$ cat src/ctm_pkg.sv
`timescale 1ns / 1ps

package ctm_pkg;

  // SAM op codes
  localparam logic [3:0] OP_M  = 4'd0;
  localparam logic [3:0] OP_I  = 4'd1;
  localparam logic [3:0] OP_D  = 4'd2;
  localparam logic [3:0] OP_S  = 4'd4;
  localparam logic [3:0] OP_EQ = 4'd7;
  localparam logic [3:0] OP_X  = 4'd8;

  // control bits of one classified element, front to back
  typedef struct packed {
    logic err;   // unsupported op, not ignored
    logic nz;    // kept length is nonzero
    logic last;  // final element of the CIGAR
  } act_flags_t;

endpackage

$ cat src/ctm_queue.sv
`timescale 1ns / 1ps

module ctm_queue #(
  parameter int WIDTH = 8,
  parameter int DEPTH = 4
) (
  input  logic             clk,
  input  logic             rst,
  input  logic             push,
  input  logic [WIDTH-1:0] push_data,
  input  logic             pop,
  output logic [WIDTH-1:0] pop_data,
  output logic             full,
  output logic             not_empty
);

  localparam int IW = (DEPTH > 1) ? $clog2(DEPTH) : 1;

  logic [WIDTH-1:0] mem [DEPTH];
  logic [IW-1:0]    wr_ptr;
  logic [IW-1:0]    rd_ptr;
  logic [IW:0]      count;

  assign full      = (count == (IW+1)'(DEPTH));
  assign not_empty = (count != '0);
  assign pop_data  = mem[rd_ptr];

  always_ff @(posedge clk) begin
    if (push) begin
      mem[wr_ptr] <= push_data;
    end
  end

  always_ff @(posedge clk) begin
    if (rst) begin
      wr_ptr <= '0;
      rd_ptr <= '0;
      count  <= '0;
    end else begin
      if (push) begin
        wr_ptr <= (wr_ptr == IW'(DEPTH - 1)) ? '0 : wr_ptr + 1'b1;
      end
      if (pop) begin
        rd_ptr <= (rd_ptr == IW'(DEPTH - 1)) ? '0 : rd_ptr + 1'b1;
      end
      if (push && !pop) begin
        count <= count + 1'b1;
      end else if (pop && !push) begin
        count <= count - 1'b1;
      end
    end
  end

endmodule

$ cat src/ctm_front.sv
`timescale 1ns / 1ps

module ctm_front #(
  parameter int POSITION_BITS = 32,
  parameter int LENGTH_BITS   = 28,
  parameter int TRIM_BITS     = 32
) (
  input  logic                    clk,
  input  logic                    rst,
  input  logic                    in_valid,
  output logic                    in_stall,
  input  logic [3:0]              op,
  input  logic [LENGTH_BITS-1:0]  elem_length,
  input  logic                    elem_last,
  input  logic [TRIM_BITS-1:0]    trim_start,
  input  logic [TRIM_BITS-1:0]    trim_end,
  input  logic [TRIM_BITS:0]      trim_end_p1,
  input  logic                    by_reference,
  input  logic                    q_full,
  output logic                    push,
  output logic [3:0]              push_op,
  output logic [LENGTH_BITS-1:0]  push_kept,
  output ctm_pkg::act_flags_t     push_flags
);

  import ctm_pkg::*;

  localparam int PW = POSITION_BITS + 2;
  localparam int EW = ((PW > LENGTH_BITS) ? PW : LENGTH_BITS) + 1;

  logic [PW-1:0] position;
  logic [PW-1:0] position_next;
  logic          stopped;
  logic          stopped_next;

  // stage A: classified element
  logic                   a_valid;
  logic [3:0]             a_op;
  logic [LENGTH_BITS-1:0] a_len;
  logic [PW-1:0]          a_pos;
  logic [EW-1:0]          a_end;
  logic                   a_copy;
  logic                   a_clip;
  logic                   a_err;
  logic                   a_last;

  logic          take;
  logic          is_d, is_mx, is_si;
  logic          stop_now, halted;
  logic          cls_copy, cls_clip;
  logic [EW-1:0] pos_sum;

  logic [EW-1:0]          lo, hi;
  logic [EW-1:0]          span;
  logic [LENGTH_BITS-1:0] kept;

  assign in_stall = a_valid && q_full;
  assign take     = in_valid && !in_stall;

  always_comb begin
    is_d     = (op == OP_D);
    is_mx    = (op == OP_M) || (op == OP_EQ) || (op == OP_X);
    is_si    = (op == OP_S) || (op == OP_I);
    stop_now = !stopped && (position > PW'(trim_end)) && (by_reference || !is_d);
    halted   = stopped || stop_now;
    cls_copy = (is_d && !by_reference) || (is_si && by_reference);
    cls_clip = (is_d && by_reference) || is_mx || (is_si && !by_reference);
    pos_sum  = EW'(position) + EW'(elem_length);

    position_next = position;
    stopped_next  = stopped;
    if (take) begin
      if (elem_last) begin
        position_next = '0;
        stopped_next  = 1'b0;
      end else begin
        stopped_next = halted;
        if (!halted && cls_clip) begin
          position_next = pos_sum[PW-1:0];
        end
      end
    end
  end

  always_ff @(posedge clk) begin
    if (rst) begin
      position <= '0;
      stopped  <= 1'b0;
      a_valid  <= 1'b0;
    end else begin
      position <= position_next;
      stopped  <= stopped_next;
      if (take) begin
        a_valid <= 1'b1;
      end else if (push) begin
        a_valid <= 1'b0;
      end
    end
  end

  always_ff @(posedge clk) begin
    if (take) begin
      a_op   <= op;
      a_len  <= elem_length;
      a_pos  <= position;
      a_end  <= pos_sum;
      a_copy <= !halted && cls_copy;
      a_clip <= !halted && cls_clip;
      a_err  <= !halted && !cls_copy && !cls_clip;
      a_last <= elem_last;
    end
  end

  // stage B: window overlap [max(pos,start), min(end,trim_end+1))
  always_comb begin
    lo   = (EW'(a_pos) > EW'(trim_start)) ? EW'(a_pos) : EW'(trim_start);
    hi   = (a_end < EW'(trim_end_p1)) ? a_end : EW'(trim_end_p1);
    span = hi - lo;
    kept = '0;
    if (a_clip) begin
      if (hi > lo) begin
        kept = span[LENGTH_BITS-1:0];
      end
    end else if (a_copy) begin
      if (a_pos >= PW'(trim_start)) begin
        kept = a_len;
      end
    end
  end

  assign push            = a_valid && !q_full;
  assign push_op         = a_op;
  assign push_kept       = kept;
  assign push_flags.err  = a_err;
  assign push_flags.nz   = (kept != '0);
  assign push_flags.last = a_last;

endmodule

$ cat src/ctm_back.sv
`timescale 1ns / 1ps

module ctm_back #(
  parameter int LENGTH_BITS = 28
) (
  input  logic                   clk,
  input  logic                   rst,
  input  logic                   q_valid,
  input  logic [3:0]             q_op,
  input  logic [LENGTH_BITS-1:0] q_kept,
  input  ctm_pkg::act_flags_t    q_flags,
  output logic                   pop,
  output logic                   out_valid,
  input  logic                   out_stall,
  output logic [3:0]             out_op,
  output logic [31:0]            out_length,
  output logic                   out_last,
  output logic                   status
);

  import ctm_pkg::*;

  logic        pend_valid;
  logic [3:0]  pend_op;
  logic [31:0] pend_len;
  logic        error_seen;
  logic        split;  // flush already sent, final still owed

  logic        nz, err_now, same, flush, need_out, out_free, fire;
  logic [32:0] sum;
  logic [31:0] kept32, merged;
  logic        nxt_valid;
  logic [3:0]  nxt_op;
  logic [31:0] nxt_len;

  always_comb begin
    nz       = q_flags.nz && !split;
    err_now  = error_seen || q_flags.err;
    same     = pend_valid && (pend_op == q_op);
    flush    = nz && pend_valid && !same;
    need_out = flush || q_flags.last;
    out_free = !out_valid || !out_stall;
    fire     = q_valid && (!need_out || out_free);
    pop      = fire && !(flush && q_flags.last);

    kept32 = 32'(q_kept);
    sum    = {1'b0, pend_len} + {1'b0, kept32};
    merged = sum[32] ? 32'hFFFF_FFFF : sum[31:0];

    nxt_valid = pend_valid || nz;
    nxt_op    = (nz && !same) ? q_op : pend_op;
    nxt_len   = nz ? (same ? merged : kept32) : pend_len;
  end

  always_ff @(posedge clk) begin
    if (rst) begin
      pend_valid <= 1'b0;
      error_seen <= 1'b0;
      split      <= 1'b0;
      out_valid  <= 1'b0;
    end else begin
      if (out_valid && !out_stall) begin
        out_valid <= 1'b0;
      end
      if (fire) begin
        if (q_flags.last && !flush) begin
          pend_valid <= 1'b0;
          error_seen <= 1'b0;
          split      <= 1'b0;
          out_valid  <= 1'b1;
        end else begin
          pend_valid <= nxt_valid;
          error_seen <= err_now;
          split      <= q_flags.last;
          if (flush) begin
            out_valid <= 1'b1;
          end
        end
      end
    end
  end

  always_ff @(posedge clk) begin
    if (fire) begin
      pend_op  <= nxt_op;
      pend_len <= nxt_len;
      if (flush) begin
        out_op     <= pend_op;
        out_length <= pend_len;
        out_last   <= 1'b0;
        status     <= err_now;
      end else if (q_flags.last) begin
        out_op     <= nxt_valid ? nxt_op : OP_M;
        out_length <= nxt_valid ? nxt_len : 32'd0;
        out_last   <= 1'b1;
        status     <= err_now;
      end
    end
  end

endmodule

$ cat src/cigar_trim_and_merge_core.sv
`timescale 1ns / 1ps
// CIGAR trim and run merge.
// Input channel (in_valid/in_stall): one CIGAR element per transaction, op,
// elem_length and elem_last; elem_last closes the CIGAR. Output channel
// (out_valid/out_stall): merged elements of the CIGAR cut to the inclusive
// window trim_start..trim_end, out_last on the final one, status = 1 when
// an N, H, P or unknown op was seen in that CIGAR before the trim stopped.
// An empty trim gives one transaction with op M, length 0 and out_last set.
// Config channel (cfg_valid/cfg_ready, always ready): index 0 trim_start,
// 1 trim_end, 2 by_reference; write only while the block is drained.
// Throughput: one element per cycle while in_stall is low. An element that both
// closes a run and ends the CIGAR makes two results and holds the back end
// until the second one is sent. A result passes the classify stage, the queue
// and the output register after the element that releases it is taken.
// A 4-entry queue between the classify front end and the merge back end
// absorbs output stalls; in_stall rises only once that queue is full.
// Reset: synchronous, clears the window to 0..0, reference mode, and all
// per-CIGAR state; a held output is dropped.
module cigar_trim_and_merge_core #(
  parameter int POSITION_BITS = 32,
  parameter int LENGTH_BITS   = 28
) (
  input  logic                   clk,
  input  logic                   rst,
  input  logic                   cfg_valid,
  output logic                   cfg_ready,
  input  logic [1:0]             cfg_index,
  input  logic [31:0]            cfg_data,
  input  logic                   in_valid,
  output logic                   in_stall,
  input  logic [3:0]             op,
  input  logic [LENGTH_BITS-1:0] elem_length,
  input  logic                   elem_last,
  output logic                   out_valid,
  input  logic                   out_stall,
  output logic [3:0]             out_op,
  output logic [31:0]            out_length,
  output logic                   out_last,
  output logic                   status
);

  import ctm_pkg::*;

  // window registers hold at most 32 bits
  localparam int TRIM_BITS   = (POSITION_BITS < 32) ? POSITION_BITS : 32;
  localparam int QUEUE_DEPTH = 4;
  localparam int FLAG_BITS   = $bits(act_flags_t);
  localparam int REC_BITS    = 4 + LENGTH_BITS + FLAG_BITS;

  localparam logic [1:0] REG_TRIM_START   = 2'd0;
  localparam logic [1:0] REG_TRIM_END     = 2'd1;
  localparam logic [1:0] REG_BY_REFERENCE = 2'd2;

  logic [TRIM_BITS-1:0] trim_start;
  logic [TRIM_BITS-1:0] trim_end;
  logic [TRIM_BITS:0]   trim_end_p1;  // exclusive upper bound
  logic                 by_reference;

  logic                   push, pop, q_full, q_valid;
  logic [3:0]             push_op, q_op;
  logic [LENGTH_BITS-1:0] push_kept, q_kept;
  act_flags_t             push_flags, q_flags;
  logic [REC_BITS-1:0]    push_rec, pop_rec;

  assign cfg_ready = 1'b1;

  always_ff @(posedge clk) begin
    if (rst) begin
      trim_start   <= '0;
      trim_end     <= '0;
      trim_end_p1  <= (TRIM_BITS+1)'(1);
      by_reference <= 1'b1;
    end else if (cfg_valid && cfg_ready) begin
      case (cfg_index)
        REG_TRIM_START: begin
          trim_start <= cfg_data[TRIM_BITS-1:0];
        end
        REG_TRIM_END: begin
          trim_end    <= cfg_data[TRIM_BITS-1:0];
          trim_end_p1 <= (TRIM_BITS+1)'(cfg_data[TRIM_BITS-1:0]) + 1'b1;
        end
        REG_BY_REFERENCE: begin
          by_reference <= cfg_data[0];
        end
        default: begin
        end
      endcase
    end
  end

  // front: position tracking, stop detection, clip to the window
  ctm_front #(
    .POSITION_BITS (POSITION_BITS),
    .LENGTH_BITS   (LENGTH_BITS),
    .TRIM_BITS     (TRIM_BITS)
  ) u_front (
    .clk          (clk),
    .rst          (rst),
    .in_valid     (in_valid),
    .in_stall     (in_stall),
    .op           (op),
    .elem_length  (elem_length),
    .elem_last    (elem_last),
    .trim_start   (trim_start),
    .trim_end     (trim_end),
    .trim_end_p1  (trim_end_p1),
    .by_reference (by_reference),
    .q_full       (q_full),
    .push         (push),
    .push_op      (push_op),
    .push_kept    (push_kept),
    .push_flags   (push_flags)
  );

  assign push_rec = {push_op, push_kept, push_flags};
  assign {q_op, q_kept, q_flags} = pop_rec;

  ctm_queue #(
    .WIDTH (REC_BITS),
    .DEPTH (QUEUE_DEPTH)
  ) u_queue (
    .clk       (clk),
    .rst       (rst),
    .push      (push),
    .push_data (push_rec),
    .pop       (pop),
    .pop_data  (pop_rec),
    .full      (q_full),
    .not_empty (q_valid)
  );

  // back: run merge, saturation, final flush
  ctm_back #(
    .LENGTH_BITS (LENGTH_BITS)
  ) u_back (
    .clk        (clk),
    .rst        (rst),
    .q_valid    (q_valid),
    .q_op       (q_op),
    .q_kept     (q_kept),
    .q_flags    (q_flags),
    .pop        (pop),
    .out_valid  (out_valid),
    .out_stall  (out_stall),
    .out_op     (out_op),
    .out_length (out_length),
    .out_last   (out_last),
    .status     (status)
  );

endmodule

$ cat config.mk
export PLATFORM = sky130hd
export DESIGN_NAME = cigar_trim_and_merge_core
export DESIGN_NICKNAME = d
export VERILOG_FILES = /design/src/ctm_pkg.sv /design/src/ctm_queue.sv /design/src/ctm_front.sv /design/src/ctm_back.sv /design/src/cigar_trim_and_merge_core.sv
export SDC_FILE = /design/constraint.sdc
export NUM_CORES = 1
export LEC_CHECK = 0
export BUFFER_PORTS_ARGS = -buffer_cell sky130_fd_sc_hd__buf_2
export CAP_MARGIN = 5
export CORE_ASPECT_RATIO = 1.2
export CORE_MARGIN = 3
export CORE_UTILIZATION = 53
export CTS_CLUSTER_DIAMETER = 80
export DETAILED_ROUTE_END_ITERATION = 10
export GPL_TIMING_DRIVEN = 1
export HOLD_SLACK_MARGIN = 0.08
export PLACE_DENSITY = 0.7
export SYNTH_ARGS = -nofsm -noshare
export SYNTH_HDL_FRONTEND = slang
export SYNTH_HIERARCHICAL = 1
export SYNTH_SLANG_ARGS = --single-unit
$ cat constraint.sdc
create_clock -name clk -period 12.2 [get_ports clk]
set_input_delay 2.44 -clock clk [delete_from_list [all_inputs] [get_ports clk]]
set_output_delay 2.44 -clock clk [all_outputs]
set_load 0.01 [all_outputs]
## Word-level counts from Yosys, hierarchy flattened

Memory sizes are Yosys's and may differ from the RTL's. A register that Yosys moved wholly into a read port is not among the register bits.
Index checks and enable logic that the tools add are counted.

| cells by class | value |
|---|---|
| mux-type cells | 39 |
| add/sub/neg operators | 8 |
| $lt $le $gt $ge | 5 |
| eq/ne operators | 11 |
| reduce and logical (&&, ||, !) cells | 68 |

Operators by type and width:

| operator | count |
|---|---|
| 32-bit 2-to-1 mux | 6 |
| 28-bit 2-to-1 mux | 4 |
| 34-bit 2-to-1 mux | 3 |
| 34-bit by 32-bit > comparator with 1-bit output | 2 |
| 34-bit by 28-bit adder with 35-bit output | 1 |
| 35-bit by 34-bit > comparator with 1-bit output | 1 |
| 35-bit by 33-bit < comparator with 1-bit output | 1 |
| 35-bit 2-to-1 mux | 1 |
| 34-bit by 32-bit >= comparator with 1-bit output | 1 |
| 32-bit by 1-bit adder with 33-bit output, second input constant | 1 |
| 32-bit by 28-bit adder with 33-bit output | 1 |
| 28-bit nonzero test | 1 |
| 28-bit subtractor | 1 |
| 1-bit logical AND | 25 |
| 1-bit logical NOT | 17 |
| 4-bit 2-to-1 mux | 4 |
| 1-bit 2-to-1 mux | 15 |
| 1-bit logical OR | 13 |
| 2-bit AND reduction | 5 |
| 4-bit by 3-bit equality test with 1-bit output, second input constant | 2 |
| 2-bit 2-to-1 mux | 4 |
| 2-bit nonzero test | 4 |
| 2-bit equality test, second input constant | 3 |
| 3-bit 2-to-1 mux | 2 |
| other kinds (12) | 13 |

| storage, ports and cells | value |
|---|---|
| memories kept | 1 |
| bits in writable memories | 140 |
| register bits after elaboration | 324 |
| logic and storage cells | 160 |

Memories:

| memory | words | width | read ports | clocked after Yosys merged registers in | wr ports | line | source |
|---|---|---|---|---|---|---|---|
| u_queue.mem | 4 | 35 | 1 | 1 | 1 | ctm_queue.sv:19 | `logic [WIDTH-1:0] mem [DEPTH];` |

## Logic depth before layout (Yosys ltp)

| logic depth | value |
|---|---|
| word-level depth | 12 |
| gate-level depth with buffers | 24 |

## Cells and area by module

The synthesis kept the hierarchy.

Modules (own cells, without submodules):

| module | cells an instance | instances | area an instance (sq um) |
|---|---|---|---|
| ctm_front | 1164 | 1 | 11242.0 |
| ctm_queue | 227 | 1 | 5544.1 |
| ctm_back | 615 | 1 | 5515.3 |
| cigar_trim_and_merge_core | 505 | 1 | 4081.4 |

## Worst setup path after synthesis

Ideal clock, no wire load.

| timing | value |
|---|---|
| path type | input to register |
| start | input port in_valid |
| end | register u_front.position[5] |
| slack | 5.286 ns |
| stages on the path | 6 |
| required time | 12.072 ns |
| arrival | 6.786 ns |
| setup time | 0.128 ns |
| buffers on the path | 2 |
| cell sequence | nor2b_1 > clkbuf_1 > o21ai_1 > buf_2 > a22oi_1 > nor2_1 |

| on the way | value |
|---|---|
| longest elaborated chain between the ends | 2 |

RTL lines:

| what | line | source |
|---|---|---|
| start: declaration | cigar_trim_and_merge_core.sv:29 | `input logic in_valid,` |
| 1-bit logical AND | ctm_front.sv:58 | `assign take = in_valid && !in_stall;` |
| net u_front.take | ctm_front.sv:47 | `logic take;` |
| 2-bit AND reduction (no source line) | -- |  |
| end signal: assignment | ctm_front.sv:91 | `position <= position_next;` |
| end: declaration | ctm_front.sv:31 | `logic [PW-1:0] position;` |

The timed path passes the listed nets, and every way through them passes these cells.
A chain may end at the register's enable or synchronous reset.

==> impl_metrics.toml <==
[run_status]
status = "completed"

[setup_path]
cp-start-kind = "register"
critical_path.endpoint = "u_queue/mem[2][1]"
cp_common_cell = "a21o_1"
regToRegEndpoint = "u_queue/mem[2][1]"
reg2regPathDepth = 23
cp_cell_sequence = "inv_1 -> ha_1 -> a21o_1 -> a21o_1 -> a21o_1 -> a21o_1 -> a211oi_1 -> o21ai_0 -> a21oi_1 -> o21ai_2 -> buf_4 -> mux2i_1 -> ha_1 -> fa_1 -> nand2b_1 -> a21o_1 -> a211oi_1 -> nor2_1 -> or4_1 -> or4_1 -> o41ai_2 -> and4bb_1 -> nand4_1"
cp_slowest_stage_delay_ps = 570
rr_startpoint = "trim_end_p1[1]"
crit_type = "reg2reg"
cp.arrival_ps = 6910
cp-end-kind = "register"
cp_slowest_cell = "a211oi_1"
cp_max_fo = 28
startpoint = "trim_end_p1[1]"
r2r_slack_ps = 5580
worstPathRequired_ps = 12500

[logic_synthesis]
synth_top_family_by_area = "compound AO/OA/AOI/OAI gates"
synth_top_cell_area_share_pct = 36.31
ys_seq_area_share_pct = 47.46
yosys_warnings = 6
yosysUniqueCellTypes = 98
netlist_instances = 2511
syn_area_um2 = 26380
muxShareOfSynthArea_pct = 6.066
syn_nets = 2780
synth_flop_cell = "edfxtp_1"
postSynth.asyncResetShare_pct = 0
synth_xor_area_share_pct = 3.386
yosys.area.top_type = "edfxtp_1"
synth_compound_area_share_pct = 16.11
synth_area_leaders = "edfxtp_1 (36%), dfxtp_1 (11%), ha_1 (9.2%)"
synth-edff-count = 319
synth-simple-area-share_pct = 13.51
synth_fa_ha_area_share_pct = 9.457
synth-seq-cells = 466
synth.avg_cell_area_um2 = 10.51

[timing]
setup_violations = 0
worst_clock_skew_ps = 14.20
tightest_slew_ps = 1054
tns_ps = 0
hold_ws_ps = 451.6
fin_crit_sh_pct = 54.24
final_max_slew_viol_count = 0
hold_violations = 0
setup_slack_ps = 5582
rsz0062_at_grt = "false"
max_slew_margin_pct = 29.30
fmax_ghz = 0.1511
min_period_ps = 6618

[job]
max_cap_violations = 0

[finish]
antenna_cells = 0
postLayoutCoreUtil_pct = 59.73
design_area_um2 = 29070
final_common_cell = "edfxtp_1"
drive_above_1_share_pct = 12.76
seq_area_um2 = 12520
multi_input_area_um2 = 12850
final_cell_mix = "edfxtp_1 (319), nand2_1 (278), a21oi_1 (198)"
areaGrowthSynthToFinish_pct = 10.18
n_fill_cell = 4085
nets = 2855

[drt]
wl_per_cell_um = 20.63
drc_errors = 0
first_iter_violations = 1615
drt_pre_antenna_iters = 5
drt_wl_total_um = 67160
vias = 19750
antenna_left = 0
avgViaCountPerCell = 6.067

[clocking]
clkLatencyLatePin_ps = 590
cts_num_sinks = 466
cts_setup_buffers = 0
cts_hold_buffers = 0
path_clk_slew_ps = 60
cts_resized = 0
cts_buffers = 48
cts_tree = "yes"
cts_buffer_depth = 3
htree_levels = 2
cts_root_buf = "clkbuf_16"

[grt]
grt_max_degree = 95
grt_pass1_vias = 19250
grt_overflow_total = 0
grt.total_usage_pct = 25.01
grt_pass1_wl_um = 104800
antenna_found_initial = 0

[worst_hold_path]
hp-class = "reg2reg"

[placement]
place.gp.congestion = 0.9231
pre_cts_ws_ps = 5212
placed_area_um2 = 27440
placement.io_buffers = 111
dpl.hpwl_um = 48820

[power_and_ir_drop]
pwr-share-clk_pct = 24.8
power_density_nw_per_um2 = 210.3
swShare_pct = 36.42
power_frac_seq_pct = 35.4
internal_power_uw = 3886
p_leak_uw = 0.01111
vdd_ir_drop_max_mv = 0.1391
power.switching_uw = 2226
combPwrFrac_pct = 39.8

[floorplan]
start_util_pct = 54.21
die_w_um = 209.7
dieArea_um2 = 52500
rows = 88
die_h_um = 250.4
coreArea_um2 = 48670
pin_count = 113
cell families (layout without fill, tap and decap cells):
group	count (synthesis)	after routing
adders and majority gates	197	197
muxes	110	110
AOI/OAI and AO/OA	644	644
buffers and inverters	252	367
xor gates and xnor gates	102	102
DFF	466	466
and+or+nand+nor	738	738
other	2	2
area by class of cell:
class | instances | share of cell area [%]
Inverter | 139 | 1.795
Clock buffer | 63 | 4.502
Multi-Input combinational cell | 1793 | 44.22
Tap cell | 630 | 2.712
Sequential cell | 466 | 43.08
Clock inverter | 27 | 1.080
Timing Repair Buffer | 138 | 2.604
critical path, delay by kind of cell (launching register included):
| kind | cells | cell delay [ps] |
|---|---|---|
| flops | 1 | 370 |
| mux | 1 | 170 |
| simple gates | 6 | 1690 |
| fa+ha+maj | 3 | 930 |
| compound gates | 11 | 2730 |
| buf+inv | 2 | 390 |
registers in the layout, summed over array words and instances, names as in the netlist, 2 cells and up, named ones only:
name / count
trim_end_p1: 33
u_back/pend_op: 4
u_queue/count: 3
u_front/a_len: 28
u_back/out_op: 4
u_back/pend_len: 32
u_queue/mem: 140
u_front/a_end: 35
u_back/out_length: 32
trim_start: 32
u_front/a_pos: 34
u_queue/rd_ptr: 2
trim_end: 32
u_queue/wr_ptr: 2
u_front/position: 34
u_front/push_op: 4
synthesized netlist by cell type (all sizes together) (5+ instances only):
cell and number:
o21bai 7, a32o 5, xnor2 62, o21a 19
mux4 35, nor4 15, dfxtp 147, a21oi 201
a211o 8, or2 13, inv 139, o211ai 12
mux2 34, and2 14, xor2 40, clkbuf 82
nand4 37, a211oi 47, a21o 76, ha 193
o31a 5, a22oi 31, or4 7, o22ai 15
o31ai 16, mux2i 41, and4 5, buf 31
and3 22, nor3b 11, nor2b 20, nor3 39
edfxtp 319, a311oi 7, nor2 174, nand2 280
nand3 44, o21ai 117, nand2b 27, a22o 27
a31oi 14, or3 18
per-layer routing:
layer	routed length [um]	vias to the layer above	GRT usage (%)
met4	1978	0	8.059
met3	3569	111	2.894
met5	0	-	0
met2	33190	631	43.60
li1	-	9455	-
met1	28420	9557	32.61
worst min-delay path by stage:
stage               slack (ps)                 start  cells past startpoint                end
detailed placement         450           trim_end[9]                      2        trim_end[9]
global route               470           trim_end[9]                      2        trim_end[9]
CTS                        460           trim_end[9]                      2        trim_end[9]
global placement           440           trim_end[4]                      2        trim_end[4]
floorplan                  430  u_front/position[28]                      0  u_front/a_pos[28]
finish                     450          trim_end[14]                      2       trim_end[14]
power by group through the flow:
stage	sequential [uW]	clock (uW)	combinational, uW
4_1_cts	2160	1550	2420
5_1_grt	2180	1610	2700
3_3_place_gp	2180	0	2360
2_1_floorplan	2200	0	1810
6_report	2160	1520	2430
3_5_place_dp	2190	0	2400
stage by stage:
step / power [uW] / std cells
global placement: 4545 / 3165
detailed placement: 4598 / 3165
global route: 6498 / 3256
CTS: 6129 / 3255
finish: 6113 / 3256
floorplan: 4016 / 2511
Note: power is estimated with default switching activity, not from simulation.
